==> src/rtl/core/dsky_pkg.sv <==
// dsky_pkg: shared types, row codes and the segment code table for the
// display relay word decoder. No dependencies.
`timescale 1ns / 1ps

package dsky_pkg;

    localparam int unsigned WORD_W  = 15;
    localparam int unsigned CODE_W  = 5;
    localparam int unsigned ROW_W   = 4;
    localparam int unsigned DIGIT_W = 4;

    typedef logic [DIGIT_W-1:0]   digit_t;
    typedef logic [2*DIGIT_W-1:0] pair_t;
    typedef logic [5*DIGIT_W-1:0] reg_digits_t;
    typedef logic [ROW_W-1:0]     row_t;
    typedef logic [CODE_W-1:0]    seg_code_t;
    typedef logic [3:0]           lights_t;

    localparam digit_t        BLANK_DIGIT = 4'd15;
    localparam pair_t         BLANK_PAIR  = 8'hFF;
    localparam reg_digits_t   BLANK_REG   = 20'hFFFFF;

    typedef enum logic [1:0] {
        SIGN_BLANK = 2'd0,
        SIGN_PLUS  = 2'd1,
        SIGN_MINUS = 2'd2
    } sign_t;

    // Relay row select codes
    localparam row_t ROW_LIGHTS = 4'd12;
    localparam row_t ROW_PROG   = 4'd11;
    localparam row_t ROW_VERB   = 4'd10;
    localparam row_t ROW_NOUN   = 4'd9;
    localparam row_t ROW_R1_D1  = 4'd8;
    localparam row_t ROW_R1_D23 = 4'd7;
    localparam row_t ROW_R1_D45 = 4'd6;
    localparam row_t ROW_R2_D12 = 4'd5;
    localparam row_t ROW_R2_D34 = 4'd4;
    localparam row_t ROW_R2R3   = 4'd3;
    localparam row_t ROW_R3_D23 = 4'd2;
    localparam row_t ROW_R3_D45 = 4'd1;

    // Decoded relay word
    typedef struct packed {
        row_t    row;
        logic    sign_on;
        digit_t  left;
        digit_t  right;
        lights_t lights;
    } relay_cmd_t;

    // Whole display contents
    typedef struct packed {
        pair_t       prog;
        pair_t       verb;
        pair_t       noun;
        reg_digits_t reg1;
        sign_t       reg1_sign;
        reg_digits_t reg2;
        sign_t       reg2_sign;
        reg_digits_t reg3;
        sign_t       reg3_sign;
        lights_t     lights;
    } display_t;

    // Seven-segment relay code to decimal digit; unknown codes show blank
    function automatic digit_t seg_to_digit(input seg_code_t code);
        digit_t d;
        unique case (code)
            5'd21:   d = 4'd0;
            5'd3:    d = 4'd1;
            5'd25:   d = 4'd2;
            5'd27:   d = 4'd3;
            5'd15:   d = 4'd4;
            5'd30:   d = 4'd5;
            5'd28:   d = 4'd6;
            5'd19:   d = 4'd7;
            5'd29:   d = 4'd8;
            5'd31:   d = 4'd9;
            default: d = BLANK_DIGIT;
        endcase
        return d;
    endfunction

endpackage

==> src/rtl/core/dsky_relay_word_decoder.sv <==
// dsky_relay_word_decoder: top level. Input register, word decode and the
// display stores, which double as the result register.
// Depends on dsky_pkg, dsky_word_decode, dsky_display_regs.
//
//   channel | signals                         | payload
//   --------+---------------------------------+------------------------------
//   in      | in_valid / in_ready             | relay_word
//   out     | out_valid / out_ready           | prog/verb/noun_digits,
//           |                                 | reg1..3_digits, reg1..3_sign,
//           |                                 | warning_lights
//
// One request per cycle sustained while out_ready is high; an accepted
// request passes through the input register, then the display stores,
// before out_valid rises.
// The display stores are the result: they only change when the held
// request moves forward, so a stalled result stays put.
// A stalled output backs up into the input register, then drops in_ready.
// Reset blanks all digits and signs and clears the lights.
`timescale 1ns / 1ps

module dsky_relay_word_decoder
    import dsky_pkg::*;
(
    input  logic                clk,
    input  logic                rst_n,
    input  logic                in_valid,
    output logic                in_ready,
    input  logic [WORD_W-1:0]   relay_word,
    output logic                out_valid,
    input  logic                out_ready,
    output logic [7:0]          prog_digits,
    output logic [7:0]          verb_digits,
    output logic [7:0]          noun_digits,
    output logic [19:0]         reg1_digits,
    output logic [1:0]          reg1_sign,
    output logic [19:0]         reg2_digits,
    output logic [1:0]          reg2_sign,
    output logic [19:0]         reg3_digits,
    output logic [1:0]          reg3_sign,
    output logic [3:0]          warning_lights
);

    logic [WORD_W-1:0] word_reg;
    logic              hold_valid_reg;
    logic              hold_valid_next;
    logic              out_valid_reg;
    logic              out_valid_next;
    logic              advance;
    relay_cmd_t        cmd;
    display_t          disp;

    // Handshake: held request moves on when the result slot is free or its result is taken
    assign advance  = hold_valid_reg && (!out_valid_reg || out_ready);
    assign in_ready = !hold_valid_reg || advance;

    always_comb
    begin
        hold_valid_next = hold_valid_reg;
        if (in_valid && in_ready)
            hold_valid_next = 1'b1;
        else if (advance)
            hold_valid_next = 1'b0;

        out_valid_next = out_valid_reg;
        if (advance)
            out_valid_next = 1'b1;
        else if (out_ready)
            out_valid_next = 1'b0;
    end

    always_ff @(posedge clk or negedge rst_n)
    begin
        if (!rst_n)
        begin
            hold_valid_reg <= 1'b0;
            out_valid_reg  <= 1'b0;
        end
        else
        begin
            hold_valid_reg <= hold_valid_next;
            out_valid_reg  <= out_valid_next;
        end
    end

    // Input word register
    always_ff @(posedge clk)
    begin
        if (in_valid && in_ready)
            word_reg <= relay_word;
    end

    dsky_word_decode u_decode (
        .relay_word (word_reg),
        .cmd        (cmd)
    );

    dsky_display_regs u_display (
        .clk   (clk),
        .rst_n (rst_n),
        .load  (advance),
        .cmd   (cmd),
        .disp  (disp)
    );

    // Result ports
    assign out_valid      = out_valid_reg;
    assign prog_digits    = disp.prog;
    assign verb_digits    = disp.verb;
    assign noun_digits    = disp.noun;
    assign reg1_digits    = disp.reg1;
    assign reg1_sign      = disp.reg1_sign;
    assign reg2_digits    = disp.reg2;
    assign reg2_sign      = disp.reg2_sign;
    assign reg3_digits    = disp.reg3;
    assign reg3_sign      = disp.reg3_sign;
    assign warning_lights = disp.lights;

endmodule

==> src/rtl/core/dsky_word_decode.sv <==
// dsky_word_decode: splits a relay word into row, sign bit, two decoded
// digits and the light bits. Depends on dsky_pkg.
`timescale 1ns / 1ps

module dsky_word_decode
    import dsky_pkg::*;
(
    input  logic [WORD_W-1:0] relay_word,
    output relay_cmd_t        cmd
);

    // Field split and segment decode
    always_comb
    begin
        cmd.row     = relay_word[14:11];
        cmd.sign_on = relay_word[10];
        cmd.left    = seg_to_digit(relay_word[9:5]);
        cmd.right   = seg_to_digit(relay_word[4:0]);
        // lights come from raw word bits 3, 5, 7, 8
        cmd.lights  = {relay_word[8], relay_word[7], relay_word[5], relay_word[3]};
    end

endmodule

==> src/rtl/core/dsky_display_regs.sv <==
// dsky_display_regs: the display stores, updated by one decoded relay
// request when load is high. Depends on dsky_pkg.
`timescale 1ns / 1ps

module dsky_display_regs
    import dsky_pkg::*;
(
    input  logic       clk,
    input  logic       rst_n,
    input  logic       load,
    input  relay_cmd_t cmd,
    output display_t   disp
);

    display_t disp_reg;
    display_t disp_next;

    // Set sign to this row's kind, or blank it only if it shows that kind
    function automatic sign_t sign_update(input sign_t cur, input sign_t kind, input logic on);
        sign_t s;
        if (on)
            s = kind;
        else if (cur == kind)
            s = SIGN_BLANK;
        else
            s = cur;
        return s;
    endfunction

    // Row-addressed update of the stores
    always_comb
    begin
        disp_next = disp_reg;
        unique case (cmd.row)
            ROW_PROG:   disp_next.prog = {cmd.left, cmd.right};
            ROW_VERB:   disp_next.verb = {cmd.left, cmd.right};
            ROW_NOUN:   disp_next.noun = {cmd.left, cmd.right};
            ROW_R1_D1:  disp_next.reg1[19:16] = cmd.right;
            ROW_R1_D23:
            begin
                disp_next.reg1[15:8]  = {cmd.left, cmd.right};
                disp_next.reg1_sign   = sign_update(disp_reg.reg1_sign, SIGN_PLUS, cmd.sign_on);
            end
            ROW_R1_D45:
            begin
                disp_next.reg1[7:0]   = {cmd.left, cmd.right};
                disp_next.reg1_sign   = sign_update(disp_reg.reg1_sign, SIGN_MINUS, cmd.sign_on);
            end
            ROW_R2_D12:
            begin
                disp_next.reg2[19:12] = {cmd.left, cmd.right};
                disp_next.reg2_sign   = sign_update(disp_reg.reg2_sign, SIGN_PLUS, cmd.sign_on);
            end
            ROW_R2_D34:
            begin
                disp_next.reg2[11:4]  = {cmd.left, cmd.right};
                disp_next.reg2_sign   = sign_update(disp_reg.reg2_sign, SIGN_MINUS, cmd.sign_on);
            end
            ROW_R2R3:
            begin
                disp_next.reg2[3:0]   = cmd.left;
                disp_next.reg3[19:16] = cmd.right;
            end
            ROW_R3_D23:
            begin
                disp_next.reg3[15:8]  = {cmd.left, cmd.right};
                disp_next.reg3_sign   = sign_update(disp_reg.reg3_sign, SIGN_PLUS, cmd.sign_on);
            end
            ROW_R3_D45:
            begin
                disp_next.reg3[7:0]   = {cmd.left, cmd.right};
                disp_next.reg3_sign   = sign_update(disp_reg.reg3_sign, SIGN_MINUS, cmd.sign_on);
            end
            ROW_LIGHTS: disp_next.lights = cmd.lights;
            default:    ; // unused rows leave the display alone
        endcase
    end

    // Display stores
    always_ff @(posedge clk or negedge rst_n)
    begin
        if (!rst_n)
        begin
            disp_reg.prog      <= BLANK_PAIR;
            disp_reg.verb      <= BLANK_PAIR;
            disp_reg.noun      <= BLANK_PAIR;
            disp_reg.reg1      <= BLANK_REG;
            disp_reg.reg1_sign <= SIGN_BLANK;
            disp_reg.reg2      <= BLANK_REG;
            disp_reg.reg2_sign <= SIGN_BLANK;
            disp_reg.reg3      <= BLANK_REG;
            disp_reg.reg3_sign <= SIGN_BLANK;
            disp_reg.lights    <= '0;
        end
        else if (load)
        begin
            disp_reg <= disp_next;
        end
    end

    assign disp = disp_reg;

endmodule

==> config.mk <==
export PLATFORM = sky130hd
export DESIGN_NAME = dsky_relay_word_decoder
export DESIGN_NICKNAME = d
export VERILOG_FILES = /design/src/rtl/core/dsky_pkg.sv /design/src/rtl/core/dsky_relay_word_decoder.sv /design/src/rtl/core/dsky_word_decode.sv /design/src/rtl/core/dsky_display_regs.sv
export SDC_FILE = /design/constraint.sdc
export NUM_CORES = 1
export LEC_CHECK = 0
export BUFFER_PORTS_ARGS = -buffer_cell sky130_fd_sc_hd__buf_2
export CAP_MARGIN = 40
export CORE_MARGIN = 10
export CORE_UTILIZATION = 54
export CTS_BUF_LIST = sky130_fd_sc_hd__clkbuf_4 sky130_fd_sc_hd__clkbuf_8 sky130_fd_sc_hd__clkbuf_16
export DETAILED_ROUTE_END_ITERATION = 8
export PLACE_DENSITY = 0.79
export SLEW_MARGIN = 20
export SYNTH_ARGS = -nofsm -noshare
export SYNTH_HDL_FRONTEND = slang
export SYNTH_SLANG_ARGS = --single-unit
export TNS_END_PERCENT = 30
==> constraint.sdc <==
create_clock -name clk -period 2 [get_ports clk]
set_input_delay 0.2 -clock clk [delete_from_list [all_inputs] [get_ports clk]]
set_output_delay 0.2 -clock clk [all_outputs]
set_load 0.01 [all_outputs]
---- Word level (Yosys, flattened, before mapping) ----
Memory sizes are Yosys's and may differ from the RTL's. A register that Yosys moved wholly into a read port is not among the register bits.
Cells that the tools add are included.
storage, ports and cells
  word-level logic and storage cells ...... 92
  output and inout port bits .............. 96
  ROM bits ................................ 256
  register bits after elaboration ......... 111
  memory bits (writable) .................. 0
  input port bits ......................... 19
  latch bits .............................. 0
  memories kept ........................... 2
operators by class
  div/mod/pow operators ................... 0
  reduce and logical (&&, ||, !) cells .... 26
  mux-type cells .......................... 21
  equal/unequal tests ..................... 24
  multiply operators ...................... 0
  bitwise gates (word level) .............. 0
  $add $sub $neg .......................... 0
  order comparisons ....................... 0
  shift-type cells ........................ 0
memory list
  memory            words  width  rd ports  clocked after memory_dff  wr ports  line            RTL
  (name not given)  32     4      1         1                         0         dsky_pkg.sv:69  unique case (code)
  (name not given)  32     4      1         1                         0         dsky_pkg.sv:69
operators by type and width
  operator                                                         count
  2-bit 2-to-1 mux                                                 12
  2-bit AND reduction                                              12
  4-bit == test, second input constant                             5
  3-bit by 2-bit != test with 1-bit output, second input constant  6
  4-bit by 3-bit == test with 1-bit output, second input constant  4
  2-bit case mux with 2 select lines                               3
  4-bit AND reduction                                              3
  5-bit 2-to-1 mux                                                 2
  2-bit nonzero test                                               5
  4-bit by 2-bit == test with 1-bit output, second input constant  2
  2-bit by 1-bit == test with 1-bit output, second input constant  3
  2-bit == test, second input constant                             3
  4-bit by 1-bit == test with 1-bit output, second input constant  1
  1-bit 2-to-1 mux                                                 4
  1-bit logical AND                                                2
  1-bit zero test                                                  2
  1-bit logical OR                                                 2

---- Longest topological paths before layout ----
Gate-level depths: netlist (run 1).
  depth in word-level cells ............... 6
  depth in mapped cells ................... 8
  mapped depth without buffers ............ 7

---- Hierarchy ----
A second synthesis (run 1) with hierarchy kept.
second synthesis, totals
  cell total of the unflattened synthesis .. 320
  area total of the unflattened synthesis .. 4784.6 um^2
modules (own cells, without submodules)
  module                   seq. area each (um^2)  times used  cells each  area each (um^2)
  dsky_display_regs        2457.4                 1           240         3842.4
  dsky_relay_word_decoder  500.5                  1           23          554.3
  dsky_word_decode         0.0                    1           57          387.9

---- Least setup slack after synthesis (run 1) ----
OpenSTA, ideal clock, no wires.
  path kind ............................... register to register
  start ................................... reg out_valid_reg (netlist: out_valid)
  end ..................................... reg u_decode.cmd[5] (netlist name)
  arrival ................................. 1.526 ns
  period minus slack after synthesis ...... 1.648 ns
  buffers on the path ..................... 1
  setup slack ............................. 0.352 ns
  setup time .............................. 0.122 ns
  cell stages (with the launch flop) ...... 8
  required time ........................... 1.878 ns
  cells stage by stage .................... dfrtp_1 and3b_4 inv_4 nand2_4 inv_6 buf_6 mux2_2 o32a_1
between the ends
  longest elaborated chain between the ends .. 6
ends and longest elaborated chain
  what                               line                           RTL
  from (decl)                        dsky_relay_word_decoder.sv:46  logic out_valid_reg;
  from (signal assigned)             dsky_relay_word_decoder.sv:81  out_valid_reg <= out_valid_next;
  1-bit zero test                    dsky_relay_word_decoder.sv:53  assign advance = hold_valid_reg && (!out_valid_reg || out_ready);
  1-bit logical OR                   dsky_relay_word_decoder.sv:53
  1-bit logical AND                  dsky_relay_word_decoder.sv:53
  1-bit logical OR                   dsky_relay_word_decoder.sv:54  assign in_ready = !hold_valid_reg || advance;
  via in_ready                       dsky_relay_word_decoder.sv:27  output logic in_ready,
  1-bit logical AND                  dsky_relay_word_decoder.sv:88  if (in_valid && in_ready)
  5-bit 2-to-1 mux (no source line)  n/a
The timed path passes the listed nets, and every way through them passes these cells.
A chain may end at the register's enable or synchronous reset.

---- Worst setup path after layout (run 1) ----
  start ................................... reg hold_valid_reg
  end ..................................... reg u_decode.cmd[11] (netlist name)
between the ends
  longest elaborated chain between the ends .. 4
  elaborated cells between the ends (all ways) .. 5
  those cells by class .................... 1 x mux; 4 x reduce/logical
ends and longest elaborated chain
  what                                                  line                                                          RTL
  from (decl)                                           dsky_relay_word_decoder.sv:44                                 logic hold_valid_reg;
  from (signal assigned)                                dsky_relay_word_decoder.sv:80                                 hold_valid_reg <= hold_valid_next;
  1-bit zero test or 1-bit logical AND (tied branches)  dsky_relay_word_decoder.sv:54, dsky_relay_word_decoder.sv:53
  1-bit logical OR *                                    dsky_relay_word_decoder.sv:54
  1-bit logical AND *                                   dsky_relay_word_decoder.sv:88
  5-bit 2-to-1 mux (no source line) *                   n/a
Every way passes the cells marked *; elsewhere a longest branch is shown, timed or not.

==> flow_summary.toml, run 1 <==
[cells_and_area]
final_nets = 539
drive_gt1_frac = 0.653
num_antenna_cells = 0
fillCellCount = 661
instances_no_fill = 662
largest_reg_flops = 94
multiInputGateArea_um2 = 1970
final_cell_mix = "113 x buf_2, 91 x mux2_2, 84 x dfstp_2"
area_growth_pct = 28.3
seqCellArea_um2 = 3120
final_common_cell = "buf_2"

[clock_network]
cts_buffers = 17
clk_pin_slew_worst_paths_ps = 60
cts.sinks = 119
htreeDepth = 4
clock_path_buffers = 2
root_buffer = "clkbuf_8"
clk_latency_ps = 510
tritoncts = "built"
cts_resized = 0

[grt]
grt_pass1_vias = 3946
grt_max_degree = 45
antenna_found_initial = 0
grt_overflow = 0
grt_pass1_wl_um = 21200
grt_use_total = 0.190

[synth]
synth_top_area_frac = 0.423
synth_edf_count = 15
syn_inst = 383
synth-simple-area-share = 0.0963
synth.area.top_cells = "dfstp_2 42%, mux2_2 20%, edfxtp_1 8.6%, dfrtp_1 5.7%, dfxtp_1 3.1%"
synth.avg_cell_area_um2 = 13.6
synth_top_cell_by_area = "dfstp_2"
synth_xor_area_frac = 0
synth_cell_types = 60
synth-compound-area-share = 0.0680
synth_mux_area_frac = 0.213
synth_area_um2 = 5220
ys_dominant_reg_cell = "dfstp_2"
async_flop_share = 0.807
synth_fa_ha_area_frac = 0
synth_top_family_by_area = "multiplexers"
synth_nets = 402
synth-seq-cells = 119
yosysSeqAreaShare = 0.597
yosysWarningCount = 0

[routing]
drt_iter0_markers = 243
ant_nets = 0
drt-pass1-iter-count = 4
routed_wl_um = 13400
num_vias = 3714
drcViolationCount = 0
vias_per_cell = 5.61
wl_per_cell_um = 20.2

[floorplan]
ios = 115
die_w_um = 118
dieHeight_um = 118
dieArea_um2 = 14000
initial_core_util = 0.560
coreArea_um2 = 9330
rows = 35

[timing]
max_freq_ghz = 0.520
rsz0062_at_grt = "no"
relSlewSlack = 0.571
maxSlewViolCount = 0
tns_ps = 0
worst_slew_pin_slew_ps = 643
setup_viol = 0
skew_ps = 9.36
timing.final.crit_period_ps = 1920
hold_violations = 0
post-route-period-util = 0.962

[critical_path]
path_class = "flop to flop"
startpoint = "hold_valid_reg"
required_ps = 2390
end_kind = "flop"
crit_fanout = 20
r2r-start = "hold_valid_reg"
cp.arrival_ps = 2310
start_kind = "flop"

[min_path]
hold_class = "primary input to flop"
hold_start = "out_ready"

[power]
power_w = 0.00915
power.density_nw_per_um2 = 1370
leakage_nw = 2.81
ir_worst_vdd_mv = 0.584

[placed_design]
dp_hpwl_um = 9110
portBuffers = 114
gp_congestion = 0.903
place_inst = 613

[run_status]
status = "finished, final reports clean"

[run]
max_cap_viol_count = 0
## repair_timing
action	4_1_cts	5_1_grt
hold buffers	17	0
endpoints found under the hold margin	29	0
buffers inserted	0	0
## synth_stat cells, drive strengths merged (8+ instances only)
| master | instances |
|---|---|
| mux2 | 91 |
| dfstp | 84 |
| nand2 | 25 |
| edfxtp | 15 |
| buf | 14 |
| nor2 | 14 |
| a21oi | 13 |
| dfrtp | 12 |
| o21ai | 9 |
| dfxtp | 8 |
| inv | 8 |
| nand2b | 8 |
## area by class of cell
type	count	area share
tap	129	0.0241
inverter	8	0.00560
clock inverter	13	0.0217
multi-input combinational	236	0.294
clock buffer	19	0.0667
sequential	119	0.465
timing repair buffer	138	0.123
## cells by family after synthesis
kind of cell / after synthesis
flops: 119
compound gates: 51
mux: 98
buf+inv: 28
simple gates: 87
## metal layers
metal  vias to the layer above  routed length (µm)  track usage
li1                       1680                   -            -
met1                      1850                5380        0.219
met2                       161                6740        0.326
met3                        23                 973       0.0562
met4                         0                 273       0.0696
met5                         -                   0            0
## power breakdown
part / internal, W / leakage (nW) / switching [W]
Clock: 0.00187 / 0.291 / 0.00110
Sequential: 0.00359 / 1.25 / 0.000484
Combinational: 0.00105 / 1.27 / 0.00105
## worst paths after layout
kind	end	slack [ps]	cells after the start
worst min register to register	u_display.disp[2]	500	1
min in group asynchronous	u_display.disp[5]	250	2
worst max register to register	u_decode.cmd[11]	80	7
worst min-delay path	out_valid	80	3
max in group asynchronous	u_display.disp[43]	1100	3
worst max-delay path	u_decode.cmd[11]	80	7
## critical path, stage by stage (launching register included)
cell and delay (ps):
dfrtp_1 420, and3b_4 230, inv_4 70, nand2_4 100, inv_6 200, mux2i_2 360, nand2_1 90, a221o_1 330
## stage by stage
step                hold slack [ps]  utilization  instance area [µm²]  worst slack (ps)
floorplan                     -95.6            -                 5220               352
global placement                237        0.636                 5940               193
detailed placement              243        0.636                 5940               131
CTS                            55.0        0.718                 6700               104
global route                   81.8        0.718                 6700             0.373
finish                         82.2        0.718                 6700              76.8
Power figures use the tool's default switching activity.
==> run 2, diff against run 1 <==
CORE_ASPECT_RATIO = 0.7   (was not set)
==> flow_summary.toml, run 2 (synthesis gave the netlist of run 1 again) <==
[run_status]
status = "finished, final reports clean"

[clock_network]
clock_path_buffers = 2
cts.sinks = 119
ctsHoldBuffers = 7
cts_buffers = 17
root_buffer = "clkbuf_16"
cts_resized = 0
tritoncts = "built"
clk_pin_slew_worst_paths_ps = 50
clk_latency_ps = 410
htreeDepth = 4
post_cts_buffers = 0

[critical_path]
start_kind = "flop"
cp.arrival_ps = 2170
crit_fanout = 7
cp_num_buf_inv = 0
cp_cell_sequence = "and2b_1, and3_1, nand2_1, a31oi_1, mux2_2"
required_ps = 2290
cp_top_family = "simple AND/OR/NAND/NOR gates"
cp_slowest_cell = "edfxtp_1"
max_stage_delay_ps = 410
end_kind = "flop"
path_class = "flop to flop"

[routing]
vias_per_cell = 5.64
num_vias = 3652
drt-pass1-iter-count = 4
wl_per_cell_um = 20.7
drcViolationCount = 0
routed_wl_um = 13400
drt_iter0_markers = 200
ant_nets = 0

[timing]
relSlewSlack = 0.645
timing.final.crit_period_ps = 1880
rsz0062_at_grt = "no"
maxSlewViolCount = 0
max_freq_ghz = 0.532
setup_viol = 0
skew_ps = 8.61
hold_violations = 0
tns_ps = 0
worst_slew_pin_slew_ps = 532
post-route-period-util = 0.939

[placed_design]
dp_hpwl_um = 9750
place_inst = 610
gp_congestion = 0.885
portBuffers = 114

[cells_and_area]
area_growth_pct = 25.8
instances_no_fill = 647
final_nets = 531
num_antenna_cells = 0
largest_reg_flops = 94
final_common_cell = "buf_2"
final_cell_mix = "113 x buf_2, 91 x mux2_2, 84 x dfstp_2"
fillCellCount = 684
drive_gt1_frac = 0.665

[power]
comb_power_share = 0.231
power.density_nw_per_um2 = 1370
clock_power_share = 0.317
netSwitchingFraction = 0.282
leakage_nw = 2.76
power_frac_seq = 0.452
internal-power_w = 0.00648
ir_worst_vdd_mv = 0.804
switching_power_w = 0.00254

[floorplan]
ios = 115
coreArea_um2 = 9250
dieArea_um2 = 14100
die_w_um = 138
dieHeight_um = 102
initial_core_util = 0.564
rows = 29

[run]
max_cap_viol_count = 0

[grt]
antenna_found_initial = 0
grt_use_total = 0.194
grt_max_degree = 45
grt_pass1_vias = 3789
grt_pass1_wl_um = 20800
grt_overflow = 0

[min_path]
hold_class = "primary input to flop"
==> run 2: changes by cell type in the layout (fill, tap and decap cells not counted), sizes merged <==
cell / change
buf: +2
bufinv: -1
clkbuf: +3
clkinv: -4
dlygate4sd3: -10
==> run 2: area by class of cell <==
class | count | area (µm²) | area share
Clock inverter | 8 | 70.1 | 0.0107
Sequential cell | 119 | 3120 | 0.475
Clock buffer | 22 | 494 | 0.0753
Multi-Input combinational cell | 236 | 1970 | 0.300
Tap cell | 124 | 155 | 0.0236
Timing Repair Buffer | 130 | 723 | 0.110
Inverter | 8 | 37.5 | 0.00572
==> run 2: power by group through the flow <==
stage,registers (W),clock network (W),logic [W]
5_1_grt,0.00416,0.00303,0.00227
3_3_place_gp,0.00405,0,0.00206
3_5_place_dp,0.00409,0,0.00211
2_1_floorplan,0.00430,0,0.000837
4_1_cts,0.00407,0.00291,0.00214
6_report,0.00408,0.00286,0.00209
==> run 2: through the flow <==
step	instance area [µm²]	utilization	setup WS [ps]	hold slack, ps	power [W]
2_1_floorplan	5220	-	352	-95.6	0.00514
3_3_place_gp	5930	0.641	229	177	0.00611
3_5_place_dp	5930	0.641	128	181	0.00621
4_1_cts	6570	0.710	120	24.3	0.00912
5_1_grt	6570	0.710	24.2	41.3	0.00946
6_report	6570	0.710	121	42.0	0.00902
==> run 2: worst paths after layout <==
kind | slack (ps) | from | depth (start not counted) | endpoint
worst max register to register | 120 | word_reg[14] | 5 | u_display.disp[49]
worst min-delay path | 40 | relay_word[6] | 1 | word_reg[6]
worst min register to register | 500 | u_display.disp[3] | 1 | u_display.disp[3]
min in group asynchronous | 300 | rst_n | 2 | u_display.disp[27]
max in group asynchronous | 1000 | rst_n | 3 | u_display.disp[80]
worst max-delay path | 120 | word_reg[14] | 5 | u_display.disp[49]
==> run 2: worst reg2reg max path, cell delays in order, from the launching register on <==
cell	delay (ps)
edfxtp_1	410
and2b_1	260
and3_1	360
nand2_1	90
a31oi_1	260
mux2_2	390
==> run 2: routing by layer <==
layer	part of all wire	vias to the layer above	track usage
met1	0.42	1821	0.240
met4	0.018	0	0.0743
li1	-	1656	-
met3	0.098	24	0.0799
met5	0	-	0
met2	0.46	151	0.299
